File: src/rtl/phd_pkg.sv
package phd_pkg;

	localparam int MAX_LEVELS_DEF = 24;
	localparam int ALPHABET_SIZE  = 256;
	localparam int LEAF_AW        = $clog2(ALPHABET_SIZE);

	localparam logic [1:0] KIND_BYTE  = 2'd0;
	localparam logic [1:0] KIND_END   = 2'd1;
	localparam logic [1:0] KIND_ERROR = 2'd2;

	typedef enum logic [2:0] {
		PH_SIZE,
		PH_LEVELS,
		PH_COUNTS,
		PH_VALUES,
		PH_DECODE,
		PH_IDLE
	} phase_t;

	typedef enum logic [2:0] {
		ST_WAIT,
		ST_BINIT,
		ST_BADD,
		ST_BSTEP,
		ST_BFIN,
		ST_BIT,
		ST_READ,
		ST_FLUSH
	} ctrl_state_t;

	typedef struct packed {
		logic [7:0] in_byte;
		logic       start_flag;
	} in_item_t;

	typedef struct packed {
		logic [7:0] out_byte;
		logic [1:0] kind;
		logic       last_of_run;
	} out_item_t;

	typedef struct packed {
		logic accept;
		logic build_init;
		logic build_add;
		logic build_step;
		logic build_fin;
		logic bit_step;
		logic read_done;
		logic flush;
	} dp_cmd_t;

	typedef struct packed {
		logic acc_decode;
		logic acc_build;
		logic bi_zero;
		logic pend_v;
		logic out_free;
		logic bit_read;
		logic bit_stop;
		logic bit_last;
		logic bits_done;
	} dp_status_t;

endpackage

File: src/rtl/phd_ctrl.sv
module phd_ctrl (
	input  logic                clk,
	input  logic                arst_n,
	input  logic                in_valid,
	output logic                in_ready,
	input  phd_pkg::dp_status_t st,
	output phd_pkg::dp_cmd_t    cmd
);

	phd_pkg::ctrl_state_t state_q, state_d;
	logic                 bit_go;

	assign bit_go = !st.pend_v || st.out_free;

	always_ff @(posedge clk or negedge arst_n) begin
		if (!arst_n) begin
			state_q <= phd_pkg::ST_WAIT;
		end else begin
			state_q <= state_d;
		end
	end

	always_comb begin
		state_d = state_q;
		unique case (state_q)
			phd_pkg::ST_WAIT: begin
				if (in_valid) begin
					if (st.acc_decode) state_d = phd_pkg::ST_BIT;
					else if (st.acc_build) state_d = phd_pkg::ST_BINIT;
					else state_d = phd_pkg::ST_FLUSH;
				end
			end
			phd_pkg::ST_BINIT: state_d = phd_pkg::ST_BADD;
			phd_pkg::ST_BADD,
			phd_pkg::ST_BSTEP: begin
				state_d = st.bi_zero ? phd_pkg::ST_BFIN : phd_pkg::ST_BSTEP;
			end
			phd_pkg::ST_BFIN: state_d = phd_pkg::ST_FLUSH;
			phd_pkg::ST_BIT: begin
				if (bit_go) begin
					priority if (st.bit_read) state_d = phd_pkg::ST_READ;
					else if (st.bit_stop || st.bit_last) state_d = phd_pkg::ST_FLUSH;
					else state_d = phd_pkg::ST_BIT;
				end
			end
			phd_pkg::ST_READ: state_d = st.bits_done ? phd_pkg::ST_FLUSH : phd_pkg::ST_BIT;
			phd_pkg::ST_FLUSH: begin
				if (!st.pend_v || st.out_free) state_d = phd_pkg::ST_WAIT;
			end
			default: state_d = phd_pkg::ST_WAIT;
		endcase
	end

	always_comb begin
		cmd      = '0;
		in_ready = 1'b0;
		unique case (state_q)
			phd_pkg::ST_WAIT: begin
				in_ready   = 1'b1;
				cmd.accept = in_valid;
			end
			phd_pkg::ST_BINIT: cmd.build_init = 1'b1;
			phd_pkg::ST_BADD:  cmd.build_add  = 1'b1;
			phd_pkg::ST_BSTEP: cmd.build_step = 1'b1;
			phd_pkg::ST_BFIN:  cmd.build_fin  = 1'b1;
			phd_pkg::ST_BIT:   cmd.bit_step   = bit_go;
			phd_pkg::ST_READ:  cmd.read_done  = 1'b1;
			phd_pkg::ST_FLUSH: cmd.flush      = st.pend_v && st.out_free;
			default: ;
		endcase
	end

endmodule

File: src/rtl/phd_dp.sv
module phd_dp #(
	parameter int MAX_LEVELS = phd_pkg::MAX_LEVELS_DEF
) (
	input  logic                 clk,
	input  logic                 arst_n,
	input  phd_pkg::in_item_t    in_data,
	output phd_pkg::out_item_t   out_data,
	output logic                 out_valid,
	input  logic                 out_ready,
	input  phd_pkg::dp_cmd_t     cmd,
	output phd_pkg::dp_status_t  st
);

	localparam int LVL_W = (MAX_LEVELS > 1) ? $clog2(MAX_LEVELS) : 1;

	phd_pkg::phase_t phase_q, phase_e;
	logic [31:0] bytes_left_q, bl_e;
	logic [4:0]  level_total_q;
	logic [8:0]  leaves_q [MAX_LEVELS];
	logic [7:0]  inner_q  [MAX_LEVELS];
	logic [8:0]  first_q  [MAX_LEVELS];
	logic [7:0]  leaf_mem [phd_pkg::ALPHABET_SIZE];
	logic [8:0]  end_marker_q;
	logic [25:0] open_q;
	logic [8:0]  leaf_sum_q;
	logic [8:0]  tc_q, tc_e, tc_n;
	logic [8:0]  cv_q;
	logic [4:0]  cl_q;
	logic [9:0]  node_q;
	logic [LVL_W-1:0] bi_q;
	logic [7:0]  sh_q;
	logic [3:0]  bitcnt_q;
	logic [7:0]  rd_q;
	phd_pkg::out_item_t pend_q, out_q;
	logic        pend_v_q, out_v_q;

	logic [7:0]  b;
	logic [25:0] b26, open_n;
	logic [8:0]  ls_n;
	logic        cnt_err, values_done;
	logic [LVL_W-1:0] lvl_cnt, lvl_last, lvl_cl;
	logic [8:0]  leaf_bi, leaf_add;
	logic [9:0]  node_sh;
	logic [8:0]  cv_n, inner9, idx;
	logic        go_deeper, is_end, bit_read, has_result;
	logic        out_free;

	assign b       = in_data.in_byte;
	assign phase_e = in_data.start_flag ? phd_pkg::PH_SIZE : phase_q;
	assign bl_e    = in_data.start_flag ? 32'd0 : bytes_left_q;
	assign tc_e    = in_data.start_flag ? 9'd0 : tc_q;
	assign tc_n    = tc_e + 9'd1;

	assign b26     = {18'd0, b};
	assign ls_n    = leaf_sum_q + {1'b0, b};
	assign cnt_err = (ls_n > 9'd255) || (b26 > open_q)
		|| ((b26 >= open_q) && (tc_n == {4'd0, level_total_q}));
	assign open_n  = ((open_q - b26 + 26'd1) << 1) - 26'd1;
	assign values_done = tc_n > leaf_sum_q;

	assign lvl_cnt  = tc_e[LVL_W-1:0];
	assign lvl_last = LVL_W'(level_total_q - 5'd1);
	assign lvl_cl   = cl_q[LVL_W-1:0];
	assign leaf_bi  = leaves_q[bi_q];
	assign leaf_add = leaf_bi + 9'd2;
	assign node_sh  = node_q >> 1;

	assign cv_n      = {cv_q[7:0], sh_q[7]};
	assign inner9    = {1'b0, inner_q[lvl_cl]};
	assign go_deeper = (cv_n < inner9) && ((cl_q + 5'd1) < level_total_q);
	assign idx       = cv_n - inner9 + first_q[lvl_cl];
	assign is_end    = idx == end_marker_q;
	assign bit_read  = !go_deeper && !is_end && (bytes_left_q != 32'd0);
	assign has_result = !go_deeper;

	assign out_free  = !out_v_q || out_ready;
	assign out_valid = out_v_q;
	assign out_data  = out_q;

	always_comb begin
		st.acc_decode = phase_e == phd_pkg::PH_DECODE;
		st.acc_build  = (phase_e == phd_pkg::PH_VALUES) && values_done;
		st.bi_zero    = bi_q == '0;
		st.pend_v     = pend_v_q;
		st.out_free   = out_free;
		st.bit_read   = bit_read;
		st.bit_stop   = has_result && !bit_read;
		st.bit_last   = bitcnt_q == 4'd1;
		st.bits_done  = bitcnt_q == 4'd0;
	end

	always_ff @(posedge clk) begin
		if (cmd.accept && phase_e == phd_pkg::PH_COUNTS) begin
			first_q[lvl_cnt]  <= leaf_sum_q;
			leaves_q[lvl_cnt] <= {1'b0, b};
		end
		if (cmd.accept && phase_e == phd_pkg::PH_VALUES) begin
			leaf_mem[tc_e[phd_pkg::LEAF_AW-1:0]] <= b;
		end
		if (cmd.build_init) begin
			inner_q[lvl_last] <= 8'd0;
		end
		if (cmd.build_add) begin
			leaves_q[bi_q] <= leaf_add;
		end
		if (cmd.build_step) begin
			inner_q[bi_q] <= node_sh[7:0];
		end
		if (cmd.bit_step) begin
			rd_q <= leaf_mem[idx[phd_pkg::LEAF_AW-1:0]];
		end
	end

	always_ff @(posedge clk or negedge arst_n) begin
		if (!arst_n) begin
			phase_q       <= phd_pkg::PH_SIZE;
			bytes_left_q  <= '0;
			level_total_q <= '0;
			end_marker_q  <= '0;
			open_q        <= 26'd1;
			leaf_sum_q    <= '0;
			tc_q          <= '0;
			cv_q          <= '0;
			cl_q          <= '0;
			node_q        <= '0;
			bi_q          <= '0;
			sh_q          <= '0;
			bitcnt_q      <= '0;
			pend_q        <= '0;
			pend_v_q      <= 1'b0;
			out_q         <= '0;
			out_v_q       <= 1'b0;
		end else begin
			if (out_ready) out_v_q <= 1'b0;

			if (cmd.accept) begin
				phase_q      <= phase_e;
				bytes_left_q <= bl_e;
				tc_q         <= tc_e;
				unique case (phase_e)
					phd_pkg::PH_SIZE: begin
						bytes_left_q <= {bl_e[23:0], b};
						if (tc_n >= 9'd4) begin
							tc_q    <= '0;
							phase_q <= phd_pkg::PH_LEVELS;
						end else begin
							tc_q <= tc_n;
						end
					end
					phd_pkg::PH_LEVELS: begin
						if (b == 8'd0 || b > 8'(MAX_LEVELS)) begin
							pend_q   <= '{out_byte: 8'd0, kind: phd_pkg::KIND_ERROR,
								last_of_run: 1'b0};
							pend_v_q <= 1'b1;
							phase_q  <= phd_pkg::PH_IDLE;
						end else begin
							level_total_q <= b[4:0];
							tc_q          <= '0;
							leaf_sum_q    <= '0;
							open_q        <= 26'd1;
							phase_q       <= phd_pkg::PH_COUNTS;
						end
					end
					phd_pkg::PH_COUNTS: begin
						leaf_sum_q <= ls_n;
						tc_q       <= tc_n;
						if (cnt_err) begin
							pend_q   <= '{out_byte: 8'd0, kind: phd_pkg::KIND_ERROR,
								last_of_run: 1'b0};
							pend_v_q <= 1'b1;
							phase_q  <= phd_pkg::PH_IDLE;
						end else begin
							open_q <= open_n;
							if (tc_n >= {4'd0, level_total_q}) begin
								tc_q    <= '0;
								phase_q <= phd_pkg::PH_VALUES;
							end
						end
					end
					phd_pkg::PH_VALUES: begin
						tc_q <= tc_n;
						if (values_done) begin
							end_marker_q <= leaf_sum_q + 9'd1;
							tc_q         <= '0;
						end
					end
					phd_pkg::PH_DECODE: begin
						sh_q     <= b;
						bitcnt_q <= 4'd8;
					end
					default: ;
				endcase
			end

			if (cmd.build_init) begin
				bi_q <= lvl_last;
			end
			if (cmd.build_add) begin
				node_q <= {1'b0, leaf_add};
				if (bi_q != '0) bi_q <= bi_q - LVL_W'(1);
			end
			if (cmd.build_step) begin
				node_q <= node_sh + {1'b0, leaf_bi};
				if (bi_q != '0) bi_q <= bi_q - LVL_W'(1);
			end
			if (cmd.build_fin) begin
				if (node_sh == 10'd1) begin
					cv_q    <= '0;
					cl_q    <= '0;
					phase_q <= phd_pkg::PH_DECODE;
				end else begin
					pend_q   <= '{out_byte: 8'd0, kind: phd_pkg::KIND_ERROR,
						last_of_run: 1'b0};
					pend_v_q <= 1'b1;
					phase_q  <= phd_pkg::PH_IDLE;
				end
			end

			if (cmd.bit_step) begin
				sh_q     <= {sh_q[6:0], 1'b0};
				bitcnt_q <= bitcnt_q - 4'd1;
				if (go_deeper) begin
					cv_q <= cv_n;
					cl_q <= cl_q + 5'd1;
				end else begin
					cv_q <= '0;
					cl_q <= '0;
					if (pend_v_q) begin
						out_q   <= '{out_byte: pend_q.out_byte, kind: pend_q.kind,
							last_of_run: 1'b0};
						out_v_q <= 1'b1;
					end
					if (bit_read) begin
						bytes_left_q <= bytes_left_q - 32'd1;
						pend_v_q     <= 1'b0;
					end else begin
						pend_q   <= '{out_byte: 8'd0,
							kind: (is_end && bytes_left_q == 32'd0) ?
								phd_pkg::KIND_END : phd_pkg::KIND_ERROR,
							last_of_run: 1'b0};
						pend_v_q <= 1'b1;
						phase_q  <= phd_pkg::PH_IDLE;
					end
				end
			end

			if (cmd.read_done) begin
				pend_q   <= '{out_byte: rd_q, kind: phd_pkg::KIND_BYTE, last_of_run: 1'b0};
				pend_v_q <= 1'b1;
			end

			if (cmd.flush) begin
				out_q    <= '{out_byte: pend_q.out_byte, kind: pend_q.kind,
					last_of_run: 1'b1};
				out_v_q  <= 1'b1;
				pend_v_q <= 1'b0;
			end
		end
	end

endmodule

File: src/rtl/pack_huffman_stream_decoder.sv
// Decoder for the old pack compressed format (canonical Huffman with an
// end-of-stream code). Input beats carry one stream byte each, starting with
// the 32-bit big-endian output size; start_flag on a beat restarts parsing.
// Output beats carry a decoded byte, an end mark or an error mark; the last
// result caused by an input beat has last_of_run set.
// Header and table bytes are each accepted and then pass a flush step. The byte
// that completes the leaf values also runs the tree build, one level per cycle.
// A code byte is walked one bit per cycle while the output can take results,
// with a leaf memory read step for each decoded byte, after the accept step
// and before a flush step that hands over the final result; an end or error
// code stops the walk early.
// One result waits in a holding stage and one in the output register, so the
// next input beat is taken while the last result is still unclaimed. When the
// receiver stalls, decoding halts at the next result until the output
// register frees up.
// Reset leaves the block waiting for size bytes with no results pending; the
// level and leaf tables are not cleared and need no clearing time.
module pack_huffman_stream_decoder #(
	parameter int MAX_LEVELS = phd_pkg::MAX_LEVELS_DEF
) (
	input  logic               clk,
	input  logic               arst_n,
	input  logic               in_valid,
	output logic               in_ready,
	input  phd_pkg::in_item_t  in_data,
	output logic               out_valid,
	input  logic               out_ready,
	output phd_pkg::out_item_t out_data
);

	phd_pkg::dp_cmd_t    cmd;
	phd_pkg::dp_status_t st;

	phd_ctrl u_ctrl (
		.clk      (clk),
		.arst_n   (arst_n),
		.in_valid (in_valid),
		.in_ready (in_ready),
		.st       (st),
		.cmd      (cmd)
	);

	phd_dp #(
		.MAX_LEVELS (MAX_LEVELS)
	) u_dp (
		.clk       (clk),
		.arst_n    (arst_n),
		.in_data   (in_data),
		.out_data  (out_data),
		.out_valid (out_valid),
		.out_ready (out_ready),
		.cmd       (cmd),
		.st        (st)
	);

endmodule
File: config.mk
export PLATFORM = sky130hd
export DESIGN_NAME = pack_huffman_stream_decoder
export DESIGN_NICKNAME = d
export VERILOG_FILES = /design/src/rtl/phd_pkg.sv /design/src/rtl/phd_ctrl.sv /design/src/rtl/phd_dp.sv /design/src/rtl/pack_huffman_stream_decoder.sv
export SDC_FILE = /design/constraint.sdc
export NUM_CORES = 2
export LEC_CHECK = 0
export BUFFER_PORTS_ARGS = -buffer_cell sky130_fd_sc_hd__buf_2
export CAP_MARGIN = 20
export CORE_MARGIN = 2
export CORE_UTILIZATION = 35
export DETAILED_ROUTE_END_ITERATION = 10
export PLACE_DENSITY_LB_ADDON = 0.12
export SYNTH_ARGS = -nofsm -noshare
export SYNTH_HDL_FRONTEND = slang
export SYNTH_SLANG_ARGS = --single-unit
File: constraint.sdc
create_clock -name clk -period 9.4 [get_ports clk]
set_input_delay 0.94 -clock clk [delete_from_list [all_inputs] [get_ports clk]]
set_output_delay 0.94 -clock clk [all_outputs]
set_load 0.1 [all_outputs]
==> metrics <==
status complete, no violations; CTS max path bufs 4; IO buf count 25; vias 57256; predominant post-synthesis flop cell edfxtp_1; CP Depth 16; Clk pwr share 28.0%; endpoints failing setup 0; CP bufs+invs 4; Yosys cell types 79; Remaining Overflow, GRT 0; Slew headroom approximately a fifth; drt via density between 5 and 6; commonest non-fill, non-tap cell in the layout edfxtp_1; I/O pin count 26; Crit. Startpoint u_dp.cl_q[0]$_DFFE_PN0P_; Synth-to-Final Area Change 14.8%; DR WL/cell 29.3 microns; combinational group share of total power 38.8%; crit-path leading delay family multiplexers; Synth Warn # 0; DIE HEIGHT approximately 580 microns; Core Region 330000 sq um; Internal Power ~0.029 W; Routed Antenna Nets 0; site row count approximately 210; Clock Skew between 40 and 50 ps; DR iter-0 viols approximately 5200; final hold viol count 0; postcts setup bufs 0; DR DRC count 0; CP Max Fanout between 60 and 70; worst reg2reg endpoint u_dp.rd_q[5]$_DFFE_PP_; Critical Path Start Type flop; worst path required time around 10000 ps; R2R cell count 16; Worst setup endpoint u_dp.rd_q[5]$_DFFE_PP_; Post-synth EDFFs between 2000 and 3000; Initial Utilization roughly a third; largest net degree at the start of global routing between 100 and 150; Final TNS setup 0 ps; H-tree levels 5; hold buffer count at cts 0; Crit-path slowest cell fa_4; Syn Nets between 5000 and 6000; Worst-path clk slew 60 ps; Detailed Place HPWL 193000 microns; number of antenna violations at the first check in global routing 13; switch share 33.7%; RR Startpoint u_dp.cl_q[0]$_DFFE_PN0P_; register bit count reported by yosys 2837; Syn Std Cell Area roughly 120000 sq um; CTS buffer count about 320; Max Clock Freq ~130 MHz; CTS sink cnt around 2800; peak supply drop between 0.3 and 0.4 mV; P_leak roughly 42 nW; Sequential Power Share between 30% and 40%; Post-Synthesis Cells between 5000 and 6000; GP Congestion between 0.7 and 0.8; number of global-route vias before repair about 59000; post_cts resized 0; Max-Cap Viols 0; Crit path arrival time 8150 ps; fin crit period ~7500 ps; Period Utilization, post-route between 80% and 90%; crit-path cells buf_4 -> mux4_2 -> mux2i_1 -> a21o_1 -> inv_1 -> fa_1 -> fa_4 -> buf_12 -> buf_12 -> mux4_2 -> mux4_2 -> nor2b_1 -> a211oi_1 -> a211oi_1 -> a21oi_1 -> o21ai_0; first-pass GRT wire length between 400000 and 500000 microns; most frequent cells in the layout 2680 x edfxtp_1, 822 x mux4_2, 449 x nor2_1, 329 x clkbuf_16, 167 x nand2_1; post-layout util 40.3%; CTS tree done; share of cells above drive strength 1 between 20% and 30%; Pwr Density around 330 nW/um^2; HP Class in -> async; # nets final between 6000 and 7000; Worst R2R Setup Slack 1850 ps; unrepaired setup endpoints after global routing no; insertion delay to the later sink of the worst-skew pair around 910 ps; CP peak stage delay between 1000 and 1500 ps; post-synthesis sequential area ratio 73.0%; total wire length about 310000 microns; Root Driver clkbuf_16; Die ar. 335000 sq um; crit end category flop; DR pass1 iterations 6; Slew Viols, Final 0; ys async rst share 5.53%; Avg Inst Size Synth roughly 20 sq um; Psw 0.0149 W; WS Path Type reg -> reg; Die Width just under 600 microns; cell mode on critical path mux4_2; Slew @ Worst Pin 1200 ps; Global Route Usage Sum a little under a fifth
-- how the worst min path moves through the flow --
| stage | start | to | depth (start not counted) |
|---|---|---|---|
| 5_1_grt | arst_n | u_dp.pend_q[8]$_DFF_PN0_ | 1 |
| 3_5_place_dp | u_dp.level_total_q[3]$_DFFE_PN0P_ | u_dp.level_total_q[3]$_DFFE_PN0P_ | 2 |
| 4_1_cts | arst_n | u_dp.open_q[5]$_DFFE_PN0P_ | 1 |
| 2_1_floorplan | u_dp.rd_q[7]$_DFFE_PP_ | u_dp.pend_q[10]$_DFF_PN0_ | 2 |
| 6_report | arst_n | u_dp.pend_q[8]$_DFF_PN0_ | 1 |
| 3_3_place_gp | u_dp.open_q[1]$_DFFE_PN0P_ | u_dp.open_q[1]$_DFFE_PN0P_ | 2 |
-- per-layer routing --
metal  global-route usage, %  vias up  share of wire [%]
met5                       0        -             0.0029
met4                    3.74        2                1.9
met3                    2.76      372                4.6
met2                    31.2     1393                 50
met1                    26.1    30990                 44
li1                        -    24499                  -
-- registers in the layout (all words and copies together) (netlist names), 5 cells and up --
name / cells
u_dp.leaf_mem: 2048
u_dp.first_q: 216
u_dp.leaves_q: 216
u_dp.inner_q: 192
u_dp.bytes_left_q: 32
u_dp.open_q: 25
u_dp.out_data: 11
u_dp.pend_q: 10
u_dp.end_marker_q: 9
u_dp.leaf_sum_q: 9
u_dp.node_q: 9
u_dp.tc_q: 9
u_dp.cv_q: 8
u_dp.rd_q: 8
u_dp.sh_q: 8
u_dp.bi_q: 5
u_dp.cl_q: 5
u_dp.level_total_q: 5
-- metrics by stage --
step           hold WS [ps]  setup WS (ps)  total power [W]  instances  instance area, sq um
2_1_floorplan           426           2690           0.0261       5844                116000
3_3_place_gp            467           1730           0.0325      10098                122000
3_5_place_dp            473           1730           0.0325      10130                122000
4_1_cts                57.0           1700           0.0450      10707                133000
5_1_grt                86.4           1480           0.0462      10721                133000
6_report               91.6           1850           0.0443      10724                133000
-- worst register-to-register path, stage by stage, from the launching register on --
cell and delay [ps]:
dfrtp_4 970, buf_4 510, mux4_2 550, mux2i_1 180, a21o_1 250, inv_1 90, fa_1 490, fa_4 1150
buf_12 330, buf_12 380, mux4_2 540, mux4_2 470, nor2b_1 180, a211oi_1 320, a211oi_1 210, a21oi_1 520
o21ai_0 140
-- Yosys cell counts, types with 17 or more instances --
| library cell | count | area share [%] |
|---|---|---|
| xor2_1 | 33 | 0.25 |
| clkbuf_1 | 201 | 0.65 |
| nand2b_1 | 22 | 0.12 |
| o31ai_1 | 25 | 0.16 |
| nor2_1 | 451 | 1.5 |
| ha_1 | 108 | 1.2 |
| dfrtp_1 | 157 | 3.4 |
| mux2i_1 | 62 | 0.54 |
| inv_1 | 118 | 0.38 |
| buf_1 | 68 | 0.22 |
| nand3_1 | 60 | 0.26 |
| a21oi_1 | 117 | 0.51 |
| nor4_1 | 27 | 0.15 |
| nor2b_1 | 64 | 0.35 |
| or3_1 | 17 | 0.092 |
| and3_1 | 19 | 0.10 |
| nand2_1 | 167 | 0.54 |
| a21o_1 | 33 | 0.21 |
| o21ai_0 | 122 | 0.53 |
| mux2_2 | 24 | 0.23 |
| xnor2_1 | 71 | 0.54 |
| buf_2 | 36 | 0.16 |
| edfxtp_1 | 2680 | 70 |
| nor3_1 | 45 | 0.19 |
| a22o_1 | 28 | 0.21 |
| mux4_2 | 822 | 16 |
| a211oi_1 | 50 | 0.32 |
-- cell type report --
type | count | area (sq um)
fillers | 29238 | 197000
diodes | 4 | 10.0
inverters | 118 | 443
flip-flops and latches | 2837 | 84400
repair buffers | 241 | 2380
multi-input cells | 2581 | 29800
well taps | 4366 | 5460
clock buffers | 405 | 8540
clock inverters | 172 | 1790
-- kinds of logic after synthesis --
family	Yosys count	synth area share, %
AND/OR/NAND/NOR	941	3.71
flip-flops	2837	73.0
buffers and inverters	426	1.43
multiplexers	908	16.8
adder cells (fa/ha/maj)	120	1.38
AO/OA/AOI/OAI	505	2.89
XOR/XNOR	107	0.847
-- power by group through the flow --
stage	clock, W	combinational (W)	sequential [W]
after floorplan	0	0.0113	0.0149
after global placement	0	0.0175	0.0150
after CTS	0.0127	0.0176	0.0147
final	0.0124	0.0172	0.0147
after global routing	0.0132	0.0182	0.0147
after detailed placement	0	0.0175	0.0150
Note: power is estimated with default switching activity, not from simulation.
